==> src/design/spq_pkg.sv <==
// spq_pkg: shared types, codes and defaults for the sorted priority queue
// no dependencies; imported by every module of the block
`default_nettype none

package spq_pkg;

    localparam int CAPACITY_DEF      = 16;
    localparam int PRIORITY_BITS_DEF = 8;
    localparam int VALUE_W           = 32;
    localparam int FIELD_PRIO_W      = 8;
    localparam int OCC_W             = 5;

    typedef enum logic [1:0] {
        FUNC_INSERT = 2'd0,
        FUNC_POP    = 2'd1,
        FUNC_PEEK   = 2'd2
    } spq_func_t;

    typedef enum logic [1:0] {
        ST_OK    = 2'd0,
        ST_EMPTY = 2'd1,
        ST_FULL  = 2'd2
    } spq_status_t;

    typedef struct packed {
        logic [1:0]                     func;
        logic signed [VALUE_W-1:0]      item_value;
        logic [FIELD_PRIO_W-1:0]        item_priority;
    } spq_cmd_t;

    typedef struct packed {
        logic [1:0]                     status;
        logic signed [VALUE_W-1:0]      front_value;
        logic signed [VALUE_W-1:0]      rear_value;
        logic [OCC_W-1:0]               occupancy;
    } spq_result_t;

    // per-cycle command to the row of cells
    typedef struct packed {
        logic ins;
        logic pop;
    } spq_cell_ctl_t;

endpackage : spq_pkg

`default_nettype wire

==> src/design/spq_cell.sv <==
// spq_cell: one slot of the sorted list, holds a value and its priority
// depends on spq_pkg; instantiated in a row by sorted_priority_queue
`default_nettype none

module spq_cell #(
    parameter int PRIORITY_BITS = spq_pkg::PRIORITY_BITS_DEF
) (
    input  wire                                   clk,
    input  spq_pkg::spq_cell_ctl_t                ctl,
    input  wire                                   occupied,
    input  wire logic signed [spq_pkg::VALUE_W-1:0] new_value,
    input  wire logic [PRIORITY_BITS-1:0]         new_prio,
    input  wire                                   left_ge,
    input  wire logic signed [spq_pkg::VALUE_W-1:0] left_value,
    input  wire logic [PRIORITY_BITS-1:0]         left_prio,
    input  wire logic signed [spq_pkg::VALUE_W-1:0] right_value,
    input  wire logic [PRIORITY_BITS-1:0]         right_prio,
    output logic signed [spq_pkg::VALUE_W-1:0]    value,
    output logic [PRIORITY_BITS-1:0]              prio,
    output logic                                  ge
);
    import spq_pkg::*;

    logic signed [VALUE_W-1:0] value_reg, value_next;
    logic [PRIORITY_BITS-1:0]  prio_reg, prio_next;

    // held entry stays ahead of the new word on equal or higher priority
    assign ge    = occupied && (prio_reg >= new_prio);
    assign value = value_reg;
    assign prio  = prio_reg;

    always_comb
    begin
        value_next = value_reg;
        prio_next  = prio_reg;
        if (ctl.ins && !ge)
        begin
            if (left_ge)
            begin
                value_next = new_value;
                prio_next  = new_prio;
            end
            else
            begin
                value_next = left_value;
                prio_next  = left_prio;
            end
        end
        else if (ctl.pop)
        begin
            value_next = right_value;
            prio_next  = right_prio;
        end
    end

    always_ff @(posedge clk)
    begin
        value_reg <= value_next;
        prio_reg  <= prio_next;
    end

endmodule : spq_cell

`default_nettype wire

==> src/design/sorted_priority_queue.sv <==
// sorted_priority_queue: top level, command latch, fill count and row of cells
// depends on spq_pkg and spq_cell
`default_nettype none

// Bounded priority queue kept as a sorted row of CAPACITY cells, front in cell 0.
// A command is taken when start is high and busy is low; busy then stays high for
// one cycle while every cell compares its priority with the new word and shifts in
// the same clock, and done pulses on the following cycle with the result beat
// (status, front, rear, occupancy after the operation). One command therefore
// passes through the command latch and the single shift step of the cell row;
// a new command may be given in the cycle that done is high. The result is shown
// for that one cycle only and cannot be held off. Equal priorities leave
// in arrival order. Front and rear read zero when the queue is empty.
module sorted_priority_queue #(
    parameter int CAPACITY      = spq_pkg::CAPACITY_DEF,
    parameter int PRIORITY_BITS = spq_pkg::PRIORITY_BITS_DEF
) (
    input  wire                   clk,
    input  wire                   rst_n,
    input  wire                   start,
    input  spq_pkg::spq_cmd_t     cmd,
    output logic                  busy,
    output logic                  done,
    output spq_pkg::spq_result_t  result
);
    import spq_pkg::*;

    localparam int CNT_W = $clog2(CAPACITY + 1);

    logic                      busy_reg;
    logic                      done_reg;
    spq_cmd_t                  cmd_reg;
    logic [CNT_W-1:0]          count_reg, count_next;
    logic signed [VALUE_W-1:0] rear_reg, rear_next;
    logic [1:0]                status_reg, status_next;

    logic                      accept;
    logic [PRIORITY_BITS-1:0]  new_prio;
    logic                      full, empty, at_rear;
    spq_cell_ctl_t             ctl;

    logic signed [VALUE_W-1:0] cell_value [CAPACITY];
    logic [PRIORITY_BITS-1:0]  cell_prio  [CAPACITY];
    logic [CAPACITY-1:0]       cell_ge;
    logic [CAPACITY-1:0]       cell_occ;

    assign accept   = start && !busy_reg;
    assign new_prio = PRIORITY_BITS'(cmd_reg.item_priority);
    assign full     = (count_reg == CNT_W'(CAPACITY));
    assign empty    = (count_reg == '0);
    // new word lands at the rear when no held entry ranks below it
    assign at_rear  = ~|(cell_occ & ~cell_ge);

    always_comb
    begin
        ctl         = '0;
        count_next  = count_reg;
        rear_next   = rear_reg;
        status_next = empty ? ST_EMPTY : ST_OK;
        unique case (cmd_reg.func)
            FUNC_INSERT:
            begin
                if (full)
                    status_next = ST_FULL;
                else
                begin
                    status_next = ST_OK;
                    ctl.ins     = busy_reg;
                    count_next  = count_reg + CNT_W'(1);
                    if (at_rear)
                        rear_next = cmd_reg.item_value;
                end
            end
            FUNC_POP:
            begin
                if (!empty)
                begin
                    ctl.pop    = busy_reg;
                    count_next = count_reg - CNT_W'(1);
                end
            end
            default:
            begin
                // peek, and the unused code behaves as peek
                status_next = empty ? ST_EMPTY : ST_OK;
            end
        endcase
    end

    always_ff @(posedge clk or negedge rst_n)
    begin
        if (!rst_n)
        begin
            busy_reg  <= 1'b0;
            done_reg  <= 1'b0;
            count_reg <= '0;
        end
        else
        begin
            busy_reg <= accept;
            done_reg <= busy_reg;
            if (busy_reg)
                count_reg <= count_next;
        end
    end

    always_ff @(posedge clk)
    begin
        if (accept)
            cmd_reg <= cmd;
        if (busy_reg)
        begin
            rear_reg   <= rear_next;
            status_reg <= status_next;
        end
    end

    genvar i;
    generate
        for (i = 0; i < CAPACITY; i++)
        begin : g_cell
            logic                      l_ge;
            logic signed [VALUE_W-1:0] l_value, r_value;
            logic [PRIORITY_BITS-1:0]  l_prio, r_prio;

            assign cell_occ[i] = (CNT_W'(i) < count_reg);

            if (i == 0)
            begin : g_head
                assign l_ge    = 1'b1;
                assign l_value = cmd_reg.item_value;
                assign l_prio  = new_prio;
            end
            else
            begin : g_body
                assign l_ge    = cell_ge[i-1];
                assign l_value = cell_value[i-1];
                assign l_prio  = cell_prio[i-1];
            end

            if (i == CAPACITY - 1)
            begin : g_tail
                assign r_value = cell_value[i];
                assign r_prio  = cell_prio[i];
            end
            else
            begin : g_inner
                assign r_value = cell_value[i+1];
                assign r_prio  = cell_prio[i+1];
            end

            spq_cell #(
                .PRIORITY_BITS (PRIORITY_BITS)
            ) u_cell (
                .clk         (clk),
                .ctl         (ctl),
                .occupied    (cell_occ[i]),
                .new_value   (cmd_reg.item_value),
                .new_prio    (new_prio),
                .left_ge     (l_ge),
                .left_value  (l_value),
                .left_prio   (l_prio),
                .right_value (r_value),
                .right_prio  (r_prio),
                .value       (cell_value[i]),
                .prio        (cell_prio[i]),
                .ge          (cell_ge[i])
            );
        end
    endgenerate

    // cells and count already hold the post-operation state during done
    always_comb
    begin
        result.status      = status_reg;
        result.front_value = empty ? '0 : cell_value[0];
        result.rear_value  = empty ? '0 : rear_reg;
        result.occupancy   = OCC_W'(count_reg);
    end

    assign busy = busy_reg;
    assign done = done_reg;

endmodule : sorted_priority_queue

`default_nettype wire

==> config.mk <==
export PLATFORM = sky130hd
export DESIGN_NAME = sorted_priority_queue
export DESIGN_NICKNAME = d
export VERILOG_FILES = /design/src/design/spq_pkg.sv /design/src/design/spq_cell.sv /design/src/design/sorted_priority_queue.sv
export SDC_FILE = /design/constraint.sdc
export NUM_CORES = 2
export LEC_CHECK = 0
export ABC_AREA = 1
export BUFFER_PORTS_ARGS = -buffer_cell sky130_fd_sc_hd__buf_2
export CAP_MARGIN = 20
export CORE_MARGIN = 2
export CORE_UTILIZATION = 55
export DETAILED_ROUTE_END_ITERATION = 16
export GPL_ROUTABILITY_DRIVEN = 0
export HOLD_SLACK_MARGIN = 0.03
export PLACE_DENSITY_LB_ADDON = 0.15
export SYNTH_ARGS = -nofsm -noshare
export SYNTH_HDL_FRONTEND = slang
export SYNTH_SLANG_ARGS = --single-unit
==> constraint.sdc <==
create_clock -name clk -period 4.4 [get_ports clk]
set_input_delay 0.88 -clock clk [delete_from_list [all_inputs] [get_ports clk]]
set_output_delay 0.88 -clock clk [all_outputs]
set_load 0.005 [all_outputs]
==> results.sh <==
export IMPL_ir_drop_mv=0.277
export IMPL_wl_mm=86.8
export IMPL_postCtsHoldBufs=0
export IMPL_crit_arrival_ps=2750
export IMPL_place_port_buffers=117
export IMPL_crit_fanout=65
export IMPL_worstReg2RegStart="g_cell[0].l_prio[0]"
export IMPL_grt_usage_pct=23.4
export IMPL_cts_sink_count=723
export IMPL_yosys_warnings=0
export IMPL_report_final_slew_viol_count=0
export IMPL_use_met3_pct=2.74
export IMPL_synth_avg_cell_area_um2=8.23
export IMPL_post_cts_buffers=0
export IMPL_r2r_slack_ps=1130
export IMPL_grt_pass1_vias=27000
export IMPL_num_nets_final=4952
export IMPL_setup_worst_path_end_class="primary output"
export IMPL_grt_use_met2_pct=34.1
export IMPL_clk_latency_ps=620
export IMPL_status="completed"
export IMPL_fin_crit_sh_pct=82.5
export IMPL_dpl_instance_area_mm2=0.0407
export IMPL_die_area_mm2=0.0739
export IMPL_place_ws_ps=1110
export IMPL_diodes=0
export IMPL_area_growth_pct=9.61
export IMPL_max_slew_margin_rel_pct=29.6
export IMPL_powerDensity_mw_per_mm2=476
export IMPL_cts_buffers=79
export IMPL_hold_viol_final=0
export IMPL_final_common_cell="nand2_1"
export IMPL_layout_setup_ws_ps=768
export IMPL_grt_pass1_wl_mm=144
export IMPL_ant_nets=0
export IMPL_row_count=98
export IMPL_clk_pin_slew_ps=50
export IMPL_cts_htree_levels=3
export IMPL_fmax_mhz=275
export IMPL_met1_usage_pct=37.4
export IMPL_drt_iter0_drc=2840
export IMPL_vias_per_cell=5.09
export IMPL_wl_per_cell_um=15.0
export IMPL_yosysUniqueCellTypes=33
export IMPL_drive_gt1_share_pct=7.32
export IMPL_num_vias=29400
export IMPL_worst_clock_skew_ps=14.6
export IMPL_setup_viol=0
export IMPL_remaining_drc_errors=0
export IMPL_rsz0062_at_grt="no"
export IMPL_syn_area_mm2=0.0394
export IMPL_coreArea_mm2=0.0712
export IMPL_initial_utilization_pct=55.4
export IMPL_ios=118
export IMPL_dr_pass1_iters=8
export IMPL_maxCapViolCount=0
export IMPL_worstReg2RegEnd="g_cell[2].u_cell.value[8]"
export IMPL_final_cell_mix="nand2_1 (2587), edfxtp_1 (716), o21ai_0 (636)"
export IMPL_design_area_mm2=0.0432
export IMPL_grt_max_degree=81
export IMPL_antenna_found_initial=0
export IMPL_required_ps=3520
export IMPL_finalSetupTns_ps=0
export IMPL_crit_type="flop to primary output"
export IMPL_syn_nets=4969
export IMPL_die_w_um=272
export IMPL_largest_reg_flops=512
export IMPL_ys_seq_elements=723
export IMPL_die_h_um=272
export IMPL_busiest_layer="met1"
export IMPL_post_route_min_period_ps=3630
export IMPL_root_buffer="clkbuf_16"
export IMPL_grt_overflow_total=0
export IMPL_syn_inst=4792
export IMPL_cts_tree="done"
export IMPL_p_leak_uw=0.0197
export IMPL_seq_area_frac_synth_pct=55.0
export IMPL_worst_slew_pin_slew_ps=1060
export IMPL_dpl_hpwl_mm=62.2
export IMPL_power_uw=20600
export IMPL_ctsResizeCount=0
export IMPL_cts_max_path_buffers=3
export IMPL_reg2reg_depth=13
export IMPL_start_kind="flop"
export IMPL_hold_path_class="input pin to async pin"
## cell families (layout without fill, tap and decap cells)
family                   after synthesis  count (layout)  share of synthesized area (%)
XOR/XNOR                               6               6                          0.133
adder cells (fa/ha/maj)              132             132                           4.19
flip-flops                           723             723                           55.0
AND/OR/NAND/NOR                     2723            2723                           26.3
buffers and inverters                508             552                           5.33
AO/OA/AOI/OAI                        700             700                           9.06
## worst max-delay path, stage by stage (launching register included)
cell	delay [ps]
dfrtp_1	490
inv_1	190
ha_1	240
nand2_2	90
nor2_1	60
inv_2	90
buf_4	500
nand2_1	180
inv_1	90
buf_2	110
## how the worst max path moves through the flow
stage,start,end,slack (ps),cells after the start
4_1_cts,count_reg[0],result[47],720,9
5_1_grt,count_reg[0],result[63],570,9
3_3_place_gp,g_cell[0].l_prio[0],g_cell[2].u_cell.value[15],1220,13
6_report,count_reg[0],result[48],770,9
3_5_place_dp,g_cell[0].l_prio[0],g_cell[2].u_cell.value[14],1110,13
2_1_floorplan,g_cell[0].l_prio[7],g_cell[15].u_cell.prio[0],210,9
## power breakdown
part,total [µW],internal (µW),switching (µW)
clock,6500,3820,2680
combinational,5200,1590,3610
sequential,8870,8480,395
total,20600,13900,6690
## synth_stat cells, drive strengths merged
| cell | instances | area share (%) |
|---|---|---|
| dfrtp | 7 | 0.44 |
| o21ai | 640 | 8.1 |
| nand2 | 2606 | 25 |
| xnor2 | 2 | 0.044 |
| clkinv | 1 | 0.0095 |
| nor3 | 2 | 0.025 |
| a31oi | 1 | 0.016 |
| inv | 217 | 2.1 |
| buf | 139 | 1.8 |
| a21o | 2 | 0.038 |
| nand3 | 38 | 0.48 |
| nor2 | 74 | 0.89 |
| nand4 | 3 | 0.048 |
| clkbuf | 151 | 1.4 |
| o21bai | 7 | 0.13 |
| edfxtp | 716 | 55 |
| xor2 | 4 | 0.089 |
| o21a | 13 | 0.25 |
| ha | 132 | 4.2 |
| a21oi | 36 | 0.49 |
| o211ai | 1 | 0.019 |
## area by class of cell
class / instances / area, µm²
Timing Repair Buffer: 192 / 1300
Clock buffer: 92 / 2070
Multi-Input combinational cell: 3561 / 15700
Inverter: 218 / 821
Clock inverter: 50 / 454
Tap cell: 950 / 1190
Fill cell: 6433 / 28000
Sequential cell: 723 / 21700
## stage by stage
step	utilization [%]	hold slack [ps]	std cells
after floorplan	-	426	4792
after global placement	57.1	431	5643
after detailed placement	57.1	441	5643
after CTS	60.6	70.5	5785
after global routing	60.7	94.7	5786
final	60.7	99.9	5786
## per-layer routing
layer,share of wire [%],up-vias
met3,6.1,95
li1,-,15600
met1,51,13000
met5,0,-
met2,41,827
met4,1.4,0
No activity file was read; power rests on OpenSTA's default activity.
